`config.mk`:
```
export PLATFORM = sky130hd
export DESIGN_NAME = neighbor_table_with_aging
export DESIGN_NICKNAME = d
export VERILOG_FILES = /design/src/hw/rtl/nta_pkg.sv /design/src/hw/rtl/nta_mem.sv /design/src/hw/rtl/neighbor_table_with_aging.sv
export SDC_FILE = /design/constraint.sdc
export NUM_CORES = 2
export LEC_CHECK = 0
export ABC_AREA = 0
export BUFFER_PORTS_ARGS = -buffer_cell sky130_fd_sc_hd__buf_2
export CAP_MARGIN = 20
export CORE_MARGIN = 4
export CORE_UTILIZATION = 28
export CTS_BUF_LIST = sky130_fd_sc_hd__clkbuf_4 sky130_fd_sc_hd__clkbuf_8
export DETAILED_ROUTE_END_ITERATION = 10
export PLACE_DENSITY = 0.42
export SYNTH_ARGS = -nofsm -noshare
export SYNTH_HDL_FRONTEND = slang
export SYNTH_SLANG_ARGS = --single-unit
```
`constraint.sdc`:
```
create_clock -name clk -period 17.3 [get_ports clk]
set_clock_uncertainty 0.1 [all_clocks]
set_input_delay 4.325 -clock clk [delete_from_list [all_inputs] [get_ports clk]]
set_output_delay 4.325 -clock clk [all_outputs]
set_load 0.01 [all_outputs]
```
`src/hw/rtl/nta_pkg.sv`:
```
// Shared types and codes for the neighbor table.
`default_nettype none
package nta_pkg;
	localparam logic [2:0] K_DISC  = 3'd0;
	localparam logic [2:0] K_DATA  = 3'd1;
	localparam logic [2:0] K_TICK  = 3'd2;
	localparam logic [2:0] K_LOOK  = 3'd3;
	localparam logic [2:0] K_CLEAR = 3'd4;

	localparam logic [1:0] R_CAP      = 2'd0;
	localparam logic [1:0] R_TIMEOUT  = 2'd1;
	localparam logic [1:0] R_INTERVAL = 2'd2;

	typedef enum logic [3:0] {
		EV_ADDED     = 4'd0,
		EV_REFRESHED = 4'd1,
		EV_FULL      = 4'd2,
		EV_DKNOWN    = 4'd3,
		EV_DUNKNOWN  = 4'd4,
		EV_EXPIRED   = 4'd5,
		EV_ANNOUNCE  = 4'd6,
		EV_TICKDONE  = 4'd7,
		EV_LOOKUP    = 4'd8,
		EV_CLEARED   = 4'd9
	} ev_t;

	typedef struct packed {
		logic [63:0] hi;
		logic [63:0] lo;
		logic [31:0] scope;
		logic [47:0] heard;
		logic [47:0] outbound;
	} entry_t;

	typedef struct packed {
		ev_t         ev;
		logic [63:0] hi;
		logic [63:0] lo;
		logic [31:0] scope;
		logic [2:0]  slot;
		logic        found;
		logic [47:0] heard;
		logic [3:0]  cnt;
		logic        last;
	} res_t;
endpackage
`default_nettype wire

```
`src/hw/rtl/nta_mem.sv`:
```
// Entry store: one write port, one registered read port.
`default_nettype none
module nta_mem #(
	parameter int DEPTH = 8,
	parameter int IW = 3
) (
	input  wire                  clk,
	input  wire                  we,
	input  wire [IW-1:0]         waddr,
	input  wire nta_pkg::entry_t wdata,
	input  wire                  re,
	input  wire [IW-1:0]         raddr,
	output nta_pkg::entry_t      rdata
);
	import nta_pkg::*;

	entry_t mem [DEPTH];
	entry_t rdata_q;

	always_ff @(posedge clk) begin
		if (we) begin
			mem[waddr] <= wdata;
		end
		if (re) begin
			rdata_q <= mem[raddr];
		end
	end

	assign rdata = rdata_q;
endmodule
`default_nettype wire

```
`src/hw/rtl/neighbor_table_with_aging.sv`:
```
// Neighbor table top level: sequencer, valid bits, result register.
//
// Input channel (in_valid/in_ready) takes one event beat: kind, address,
// scope and time. in_ready is high only while the sequencer is idle.
// Output channel (out_valid/out_ready) gives one result beat per cycle at
// most; the last beat of an event has last set. A stall on the output holds
// the sequencer in place with the pending beat registered.
// Discovery, data and lookup walk the entry memory, reading and then comparing
// each slot until a hit or the last slot, then write back any update and post
// the result; the next event is taken once the sequencer is back in idle.
// A tick makes one scan pass over all slots, then walks them for expired peers
// and again for announced ones, a beat for each, then a done beat.
// Configuration beats (cfg_valid/cfg_ready) are always taken; write them
// only while idle. Index 0 is the peer cap, 1 the timeout, 2 the interval.
// Reset clears all valid bits and the peer count and loads register
// defaults; entry contents are not cleared.
`default_nettype none
module neighbor_table_with_aging #(
	parameter int PEER_SLOTS = 8
) (
	input  wire         clk,
	input  wire         arst_n,
	input  wire         cfg_valid,
	output logic        cfg_ready,
	input  wire  [1:0]  cfg_index,
	input  wire  [31:0] cfg_data,
	input  wire         in_valid,
	output logic        in_ready,
	input  wire  [2:0]  kind,
	input  wire  [63:0] addr_hi,
	input  wire  [63:0] addr_lo,
	input  wire  [31:0] iface_scope,
	input  wire  [47:0] now_ms,
	output logic        out_valid,
	input  wire         out_ready,
	output logic [3:0]  event_res,
	output logic [63:0] peer_hi,
	output logic [63:0] peer_lo,
	output logic [31:0] res_scope,
	output logic [2:0]  slot,
	output logic        found,
	output logic [47:0] heard_ms,
	output logic [3:0]  peer_count,
	output logic        last
);
	import nta_pkg::*;

	localparam int IW = (PEER_SLOTS > 1) ? $clog2(PEER_SLOTS) : 1;
	localparam int CW = $clog2(PEER_SLOTS + 1) + 1;
	localparam logic [IW-1:0] LAST_IDX = IW'(PEER_SLOTS - 1);

	typedef enum logic [11:0] {
		ST_IDLE = 12'b000000000001,
		ST_SRD  = 12'b000000000010,
		ST_SCMP = 12'b000000000100,
		ST_ACT  = 12'b000000001000,
		ST_TRD  = 12'b000000010000,
		ST_TCMP = 12'b000000100000,
		ST_XRD  = 12'b000001000000,
		ST_XEM  = 12'b000010000000,
		ST_ARD  = 12'b000100000000,
		ST_AEM  = 12'b001000000000,
		ST_TDN  = 12'b010000000000,
		ST_EMIT = 12'b100000000000
	} state_t;

	state_t state_q;
	logic [3:0]  cap_q;
	logic [31:0] timeout_q, interval_q;
	logic [PEER_SLOTS-1:0] valid_q, exp_q, ann_q;
	logic [CW-1:0] cnt_q;
	logic [IW-1:0] idx_q;
	logic          hit_q;
	logic [2:0]    kind_q;
	logic [63:0]   hi_q, lo_q;
	logic [31:0]   scope_q;
	logic [47:0]   now_q;
	res_t          res_q;
	logic          out_valid_q;

	entry_t        rdata, wdata;
	logic          we, re;
	logic [IW-1:0] waddr, raddr;

	logic          ofree, match, last_slot, free_any, full;
	logic [IW-1:0] free_idx;
	logic [48:0]   exp_lim, ann_lim;
	logic          is_exp, is_ann;
	res_t          res_d;
	logic          post;

	nta_mem #(.DEPTH(PEER_SLOTS), .IW(IW)) u_mem (
		.clk(clk), .we(we), .waddr(waddr), .wdata(wdata),
		.re(re), .raddr(raddr), .rdata(rdata)
	);

	assign ofree     = !out_valid_q || out_ready;
	assign match     = valid_q[idx_q] && rdata.hi == hi_q && rdata.lo == lo_q;
	assign last_slot = idx_q == LAST_IDX;
	assign exp_lim   = {1'b0, rdata.heard} + {17'b0, timeout_q};
	assign ann_lim   = {1'b0, rdata.outbound} + {17'b0, interval_q};
	assign is_exp    = {1'b0, now_q} > exp_lim;
	assign is_ann    = {1'b0, now_q} > ann_lim;
	assign full      = cnt_q >= CW'(cap_q) || !free_any;

	always_comb begin
		free_any = 1'b0;
		free_idx = '0;
		for (int i = PEER_SLOTS - 1; i >= 0; i--) begin
			if (!valid_q[i]) begin
				free_any = 1'b1;
				free_idx = IW'(i);
			end
		end
	end

	always_comb begin
		re    = state_q == ST_SRD || state_q == ST_TRD ||
			(state_q == ST_XRD && exp_q[idx_q]) ||
			(state_q == ST_ARD && ann_q[idx_q]);
		raddr = idx_q;
		we    = 1'b0;
		waddr = idx_q;
		wdata = rdata;
		if (state_q == ST_ACT && ofree) begin
			if (hit_q && (kind_q == K_DISC || kind_q == K_DATA)) begin
				we          = 1'b1;
				wdata.heard = now_q;
			end else if (!hit_q && kind_q == K_DISC && !full) begin
				we       = 1'b1;
				waddr    = free_idx;
				wdata    = '{hi: hi_q, lo: lo_q, scope: scope_q,
					heard: now_q, outbound: now_q};
			end
		end else if (state_q == ST_AEM && ofree) begin
			we             = 1'b1;
			wdata.outbound = now_q;
		end
	end

	// next result beat and the strobe that loads it
	always_comb begin
		post      = 1'b0;
		res_d     = '0;
		res_d.cnt = cnt_q[3:0];
		case (state_q)
			ST_ACT: begin
				post       = ofree;
				res_d.ev   = EV_LOOKUP;
				res_d.hi   = hi_q;
				res_d.lo   = lo_q;
				res_d.last = 1'b1;
				if (hit_q) begin
					res_d.scope = rdata.scope;
					res_d.slot  = 3'(idx_q);
				end
				case (kind_q)
					K_DISC: begin
						if (hit_q) begin
							res_d.ev = EV_REFRESHED;
						end else if (full) begin
							res_d.ev = EV_FULL;
						end else begin
							res_d.ev    = EV_ADDED;
							res_d.scope = scope_q;
							res_d.slot  = 3'(free_idx);
							res_d.cnt   = 4'(cnt_q + 1'b1);
						end
					end
					K_DATA: res_d.ev = hit_q ? EV_DKNOWN : EV_DUNKNOWN;
					default: begin
						res_d.found = hit_q;
						res_d.heard = hit_q ? rdata.heard : 48'd0;
					end
				endcase
			end
			ST_XEM, ST_AEM: begin
				post        = ofree;
				res_d.ev    = (state_q == ST_XEM) ? EV_EXPIRED : EV_ANNOUNCE;
				res_d.hi    = rdata.hi;
				res_d.lo    = rdata.lo;
				res_d.scope = rdata.scope;
				res_d.slot  = 3'(idx_q);
			end
			ST_TDN: begin
				post       = ofree;
				res_d.ev   = EV_TICKDONE;
				res_d.last = 1'b1;
			end
			ST_EMIT: begin
				post       = ofree;
				res_d.ev   = EV_CLEARED;
				res_d.last = 1'b1;
			end
			default: ;
		endcase
	end

	assign cfg_ready = 1'b1;
	assign in_ready  = state_q == ST_IDLE;

	always_ff @(posedge clk or negedge arst_n) begin
		if (!arst_n) begin
			cap_q      <= 4'd8;
			timeout_q  <= 32'd22000;
			interval_q <= 32'd5200;
		end else if (cfg_valid) begin
			case (cfg_index)
				R_CAP:      cap_q      <= cfg_data[3:0];
				R_TIMEOUT:  timeout_q  <= cfg_data;
				R_INTERVAL: interval_q <= cfg_data;
				default: ;
			endcase
		end
	end

	always_ff @(posedge clk) begin
		if (in_valid && in_ready) begin
			kind_q  <= kind;
			hi_q    <= addr_hi;
			lo_q    <= addr_lo;
			scope_q <= iface_scope;
			now_q   <= now_ms;
		end
	end

	always_ff @(posedge clk or negedge arst_n) begin
		if (!arst_n) begin
			state_q     <= ST_IDLE;
			valid_q     <= '0;
			exp_q       <= '0;
			ann_q       <= '0;
			cnt_q       <= '0;
			idx_q       <= '0;
			hit_q       <= 1'b0;
			out_valid_q <= 1'b0;
			res_q       <= '0;
		end else begin
			out_valid_q <= post || (out_valid_q && !out_ready);
			if (post) begin
				res_q <= res_d;
			end
			case (state_q)
				ST_IDLE: begin
					idx_q <= '0;
					hit_q <= 1'b0;
					if (in_valid) begin
						if (kind == K_CLEAR) begin
							state_q <= ST_EMIT;
						end else if (kind == K_TICK) begin
							exp_q   <= '0;
							ann_q   <= '0;
							state_q <= ST_TRD;
						end else if (kind == K_DISC || kind == K_DATA ||
								kind == K_LOOK) begin
							state_q <= ST_SRD;
						end
					end
				end
				ST_SRD: state_q <= ST_SCMP;
				ST_SCMP: begin
					if (match) begin
						hit_q   <= 1'b1;
						state_q <= ST_ACT;
					end else if (last_slot) begin
						state_q <= ST_ACT;
					end else begin
						idx_q   <= idx_q + 1'b1;
						state_q <= ST_SRD;
					end
				end
				ST_ACT: begin
					if (post) begin
						state_q <= ST_IDLE;
						if (kind_q == K_DISC && !hit_q && !full) begin
							valid_q[free_idx] <= 1'b1;
							cnt_q             <= cnt_q + 1'b1;
						end
					end
				end
				ST_TRD: state_q <= ST_TCMP;
				ST_TCMP: begin
					if (valid_q[idx_q]) begin
						if (is_exp) begin
							exp_q[idx_q]   <= 1'b1;
							valid_q[idx_q] <= 1'b0;
							cnt_q          <= cnt_q - 1'b1;
						end else if (is_ann) begin
							ann_q[idx_q] <= 1'b1;
						end
					end
					if (last_slot) begin
						idx_q   <= '0;
						state_q <= ST_XRD;
					end else begin
						idx_q   <= idx_q + 1'b1;
						state_q <= ST_TRD;
					end
				end
				ST_XRD: begin
					if (exp_q[idx_q]) begin
						state_q <= ST_XEM;
					end else if (last_slot) begin
						idx_q   <= '0;
						state_q <= ST_ARD;
					end else begin
						idx_q <= idx_q + 1'b1;
					end
				end
				ST_XEM: begin
					if (post) begin
						if (last_slot) begin
							idx_q   <= '0;
							state_q <= ST_ARD;
						end else begin
							idx_q   <= idx_q + 1'b1;
							state_q <= ST_XRD;
						end
					end
				end
				ST_ARD: begin
					if (ann_q[idx_q]) begin
						state_q <= ST_AEM;
					end else if (last_slot) begin
						state_q <= ST_TDN;
					end else begin
						idx_q <= idx_q + 1'b1;
					end
				end
				ST_AEM: begin
					if (post) begin
						if (last_slot) begin
							state_q <= ST_TDN;
						end else begin
							idx_q   <= idx_q + 1'b1;
							state_q <= ST_ARD;
						end
					end
				end
				ST_TDN: begin
					if (post) begin
						state_q <= ST_IDLE;
					end
				end
				ST_EMIT: begin
					// clear result posts here once the output register frees
					if (post) begin
						valid_q <= '0;
						cnt_q   <= '0;
						state_q <= ST_IDLE;
					end
				end
				default: state_q <= ST_IDLE;
			endcase
		end
	end

	assign out_valid  = out_valid_q;
	assign event_res  = res_q.ev;
	assign peer_hi    = res_q.hi;
	assign peer_lo    = res_q.lo;
	assign res_scope  = res_q.scope;
	assign slot       = res_q.slot;
	assign found      = res_q.found;
	assign heard_ms   = res_q.heard;
	assign peer_count = res_q.cnt;
	assign last       = res_q.last;

`ifndef ASSERT_OFF
	a_cnt_bound: assert property (@(posedge clk) disable iff (!arst_n)
		cnt_q <= CW'(PEER_SLOTS))
		else $error("peer count above table size");
	a_cnt_match: assert property (@(posedge clk) disable iff (!arst_n)
		cnt_q == CW'($countones(valid_q)))
		else $error("peer count differs from valid bits");
	a_busy: assert property (@(posedge clk) disable iff (!arst_n)
		(in_valid && in_ready && (kind == K_DISC || kind == K_DATA ||
		kind == K_TICK || kind == K_LOOK || kind == K_CLEAR)) |=> !in_ready)
		else $error("input taken while event in progress");
`endif
endmodule
`default_nettype wire
```
==> summary.txt <==
Finish
  – Final layout net count: 8218
  – Most common library cell in the layout ignoring fill and taps: edfxtp_1
  – Non-Filler Instances: 13400
  – Most used cells in the layout excluding fill and tap cells: edfxtp_1 (2515), a22oi_1 (1191), nand2_1 (766)
  – Share of cells above drive strength 1: 0.206
  – Synth-to-Final Area Change: 17.2%
  – Final design instance area without fill: 131000 µm²
  – Final core occ: 0.330

STA
  – Setup WS post-layout: 8.77 ns
  – Max Freq: 117 MHz
  – Slew at the pin with the worst max-slew slack: 1.30 ns
  – Final setup violation count: 0
  – Max-slew violation total from the final report: 0
  – Post-route setup TNS: 0 ns
  – Number of hold-slack violations in the final timing report: 0
  – Worst hold-check slack: 0.378 ns
  – Tmin final: 8.53 ns
  – Worst slew margin relative to its limit: 0.130
  – Setup repair after global routing missed its margin: no
  – Tcrit/Tclk final: 0.493

Setup path
  – Arrival time at the worst endpoint: 9.14 ns
  – WP data required: 17.91 ns
  – Highest fanout seen on the critical path: 52
  – Crit Path Class: input port to flip-flop
  – Crit path capture type: flip-flop
  – Startpoint kind of the worst setup timing path: input port
  – Register-to-register setup slack: 10.45 ns

GRT
  – Pin count of the biggest net entering global routing: 170
  – Global route overflow: 0
  – Vias in the first global route: 70300
  – First-pass GRT wire length: 535 mm
  – GRT Util Overall: 0.181
  – Number of antenna violations at the first check in global routing: 19

Die
  – Die area: 408000 µm²
  – Die Width: 639 µm
  – Area inside the core boundary: 396000 µm²
  – Initial cell density of the core: 0.281
  – Number of placement rows: 231
  – Y dimension of the die: 639 µm
  – Num ports: 474

Placed design
  – Post-Place Cell Area: 120000 µm²
  – Port buffer count: 472
  – Pre-CTS setup slack: 6.85 ns
  – Weighted congestion at the end of routability-driven global placement: 0.803
  – Placed insts: 12500
  – Half-perimeter wire length after placement: 223 mm

CTS
  – Root Buffer Master: clkbuf_8
  – Gates resized, CTS repair: 0
  – Number of H-tree branching levels: 6
  – CTS max path bufs: 4
  – Clk pin slew, worst setup/hold paths: 0.05 ns
  – Clk_lat worst skew: 1.12 ns
  – Clock tree sinks: 2850
  – TritonCTS clock tree: built
  – Number of hold buffers added after CTS: 0
  – Clock buffers created by TritonCTS: 522
  – Post-CTS setup buffer count: 0

Detailed routing
  – Vias after detailed routing: 67600
  – First-iteration detailed-routing DRC count: 5630
  – Post-detailed-route count of antenna-violating nets: 0
  – Detailed-router iteration count before antenna repair: 5
  – Routed length per instance: 28.4 µm
  – Drt total wl: 382 mm
  – DRC: 0
  – Post-detailed-route via-to-cell ratio: 5.03

Power and ir drop
  – Power per cell area: 133 nW/µm²
  – Power after layout: 17.4 mW
  – Static power due to leakage: 44.3 nW
  – Peak supply drop: 69.8 µV

Synth
  – Count of synthesis-stage warnings from yosys: 0
  – Mapped Area: 111000 µm²
  – Post-synth cell types: 103
  – Syn Inst Count: 7081
  – Number of storage elements in the synthesis netlist: 2850
  – Top_reg_cell synth: edfxtp_1
  – Net count of the mapped netlist: 7501
  – Share of the yosys chip area belonging to registers: 0.754
  – Mean area per synthesized cell: 15.7 µm²
  – Number of enable flip-flop cells after synthesis: 2515
  – Share of flip-flops with an asynchronous set or reset: 0.118

Status
  – Outcome: finished clean

Flow run
  – Max Cap Viol: 0

Min path
  – Min-delay worst type: flip-flop to flip-flop
-- sequential cells by signal, summed over array words and instances (netlist names), 48 cells and up --
register,flops
u_mem.mem,2048
u_mem.rdata,256
hi_q,64
lo_q,64
peer_hi,64
peer_lo,64
heard_ms,48
now_q,48
-- Yosys cell counts, drive strengths merged (4+ instances only) --
| cell | n | share of area |
|---|---|---|
| buf | 67 | 0.0030 |
| nor4b | 8 | 0.00082 |
| a31oi | 11 | 0.00062 |
| a32o | 12 | 0.0011 |
| o211ai | 10 | 0.00067 |
| nand4 | 320 | 0.018 |
| and4b | 5 | 0.00045 |
| nand2b | 23 | 0.0013 |
| nor3 | 41 | 0.0021 |
| a22oi | 1191 | 0.080 |
| o311ai | 4 | 0.00031 |
| or2 | 6 | 0.00034 |
| ha | 168 | 0.019 |
| dfrtp | 321 | 0.072 |
| nor4 | 16 | 0.0011 |
| a21boi | 4 | 0.00027 |
| a21o | 46 | 0.0031 |
| a32oi | 4 | 0.00031 |
| a41oi | 5 | 0.00039 |
| xnor2 | 144 | 0.011 |
| a211oi | 18 | 0.0014 |
| xor2 | 68 | 0.0053 |
| nand2 | 768 | 0.026 |
| o22ai | 8 | 0.00045 |
| o21bai | 11 | 0.00074 |
| inv | 57 | 0.0019 |
| a221o | 5 | 0.00045 |
| o21ai | 275 | 0.012 |
| o31ai | 4 | 0.00031 |
| a221oi | 5 | 0.00045 |
| o31a | 5 | 0.00039 |
| nor2 | 88 | 0.0030 |
| clkbuf | 336 | 0.012 |
| a2111oi | 7 | 0.00061 |
| o21a | 9 | 0.00061 |
| a21oi | 117 | 0.0055 |
| nand3 | 47 | 0.0023 |
| dfstp | 14 | 0.0033 |
| mux2 | 162 | 0.016 |
| and2 | 7 | 0.00039 |
| and3 | 14 | 0.00079 |
| nor2b | 17 | 0.00095 |
| edfxtp | 2515 | 0.68 |
| a22o | 57 | 0.0045 |
| nor3b | 11 | 0.00074 |
-- cells by family after synthesis --
family,count (synthesis),share of synthesized area
flip-flops,2850,0.754
AO/OA/AOI/OAI,1828,0.117
other,1,0.0000337
buffers and inverters,462,0.0168
XOR/XNOR,212,0.0167
AND/OR/NAND/NOR,1392,0.0599
multiplexers,166,0.0169
adder cells (fa/ha/maj),170,0.0192
-- cell type report --
| class | count | area (µm²) |
|---|---|---|
| fillers | 38600 | 265000 |
| flip-flops and latches | 2850 | 83900 |
| multi-input cells | 3769 | 25800 |
| clock buffers | 732 | 9000 |
| well taps | 5242 | 6560 |
| repair buffers | 596 | 3620 |
| clock inverters | 190 | 1420 |
| inverters | 59 | 221 |
| diodes | 10 | 25.0 |
-- layer usage --
layer / up-vias / share of wire / GRT usage
li1: 29800 / - / -
met1: 35400 / 0.43 / 0.236
met2: 1912 / 0.50 / 0.314
met3: 486 / 0.047 / 0.0259
met4: 4 / 0.022 / 0.0450
met5: - / 0.000052 / 0
-- worst paths after layout --
path,startpoint,to,depth (start not counted)
setup / recovery,out_ready,u_mem.mem[5][10],10
hold / removal,peer_lo[53],peer_lo[53],2
setup reg to reg,cnt_q[0],u_mem.mem[2][203],15
hold reg to reg,peer_lo[53],peer_lo[53],2
max in group asynchronous,arst_n,peer_hi[12],3
min in group asynchronous,arst_n,heard_ms[25],1
-- power by group --
| group | internal (mW) | total (mW) | switching [mW] |
|---|---|---|---|
| Clock | 3.53 | 6.47 | 2.94 |
| Sequential | 8.09 | 8.58 | 0.488 |
| Combinational | 0.724 | 2.32 | 1.60 |
-- worst max-delay path, stage by stage --
cell      delay (ns)
buf_2           0.11
nand2b_1        0.37
nand3_4         0.31
buf_4           0.73
nand2_1         0.20
nand2_1         0.14
nand2_1         0.23
nor2_4          0.87
buf_4           0.86
buf_4           0.72
No activity file was read; power rests on OpenSTA's default activity.
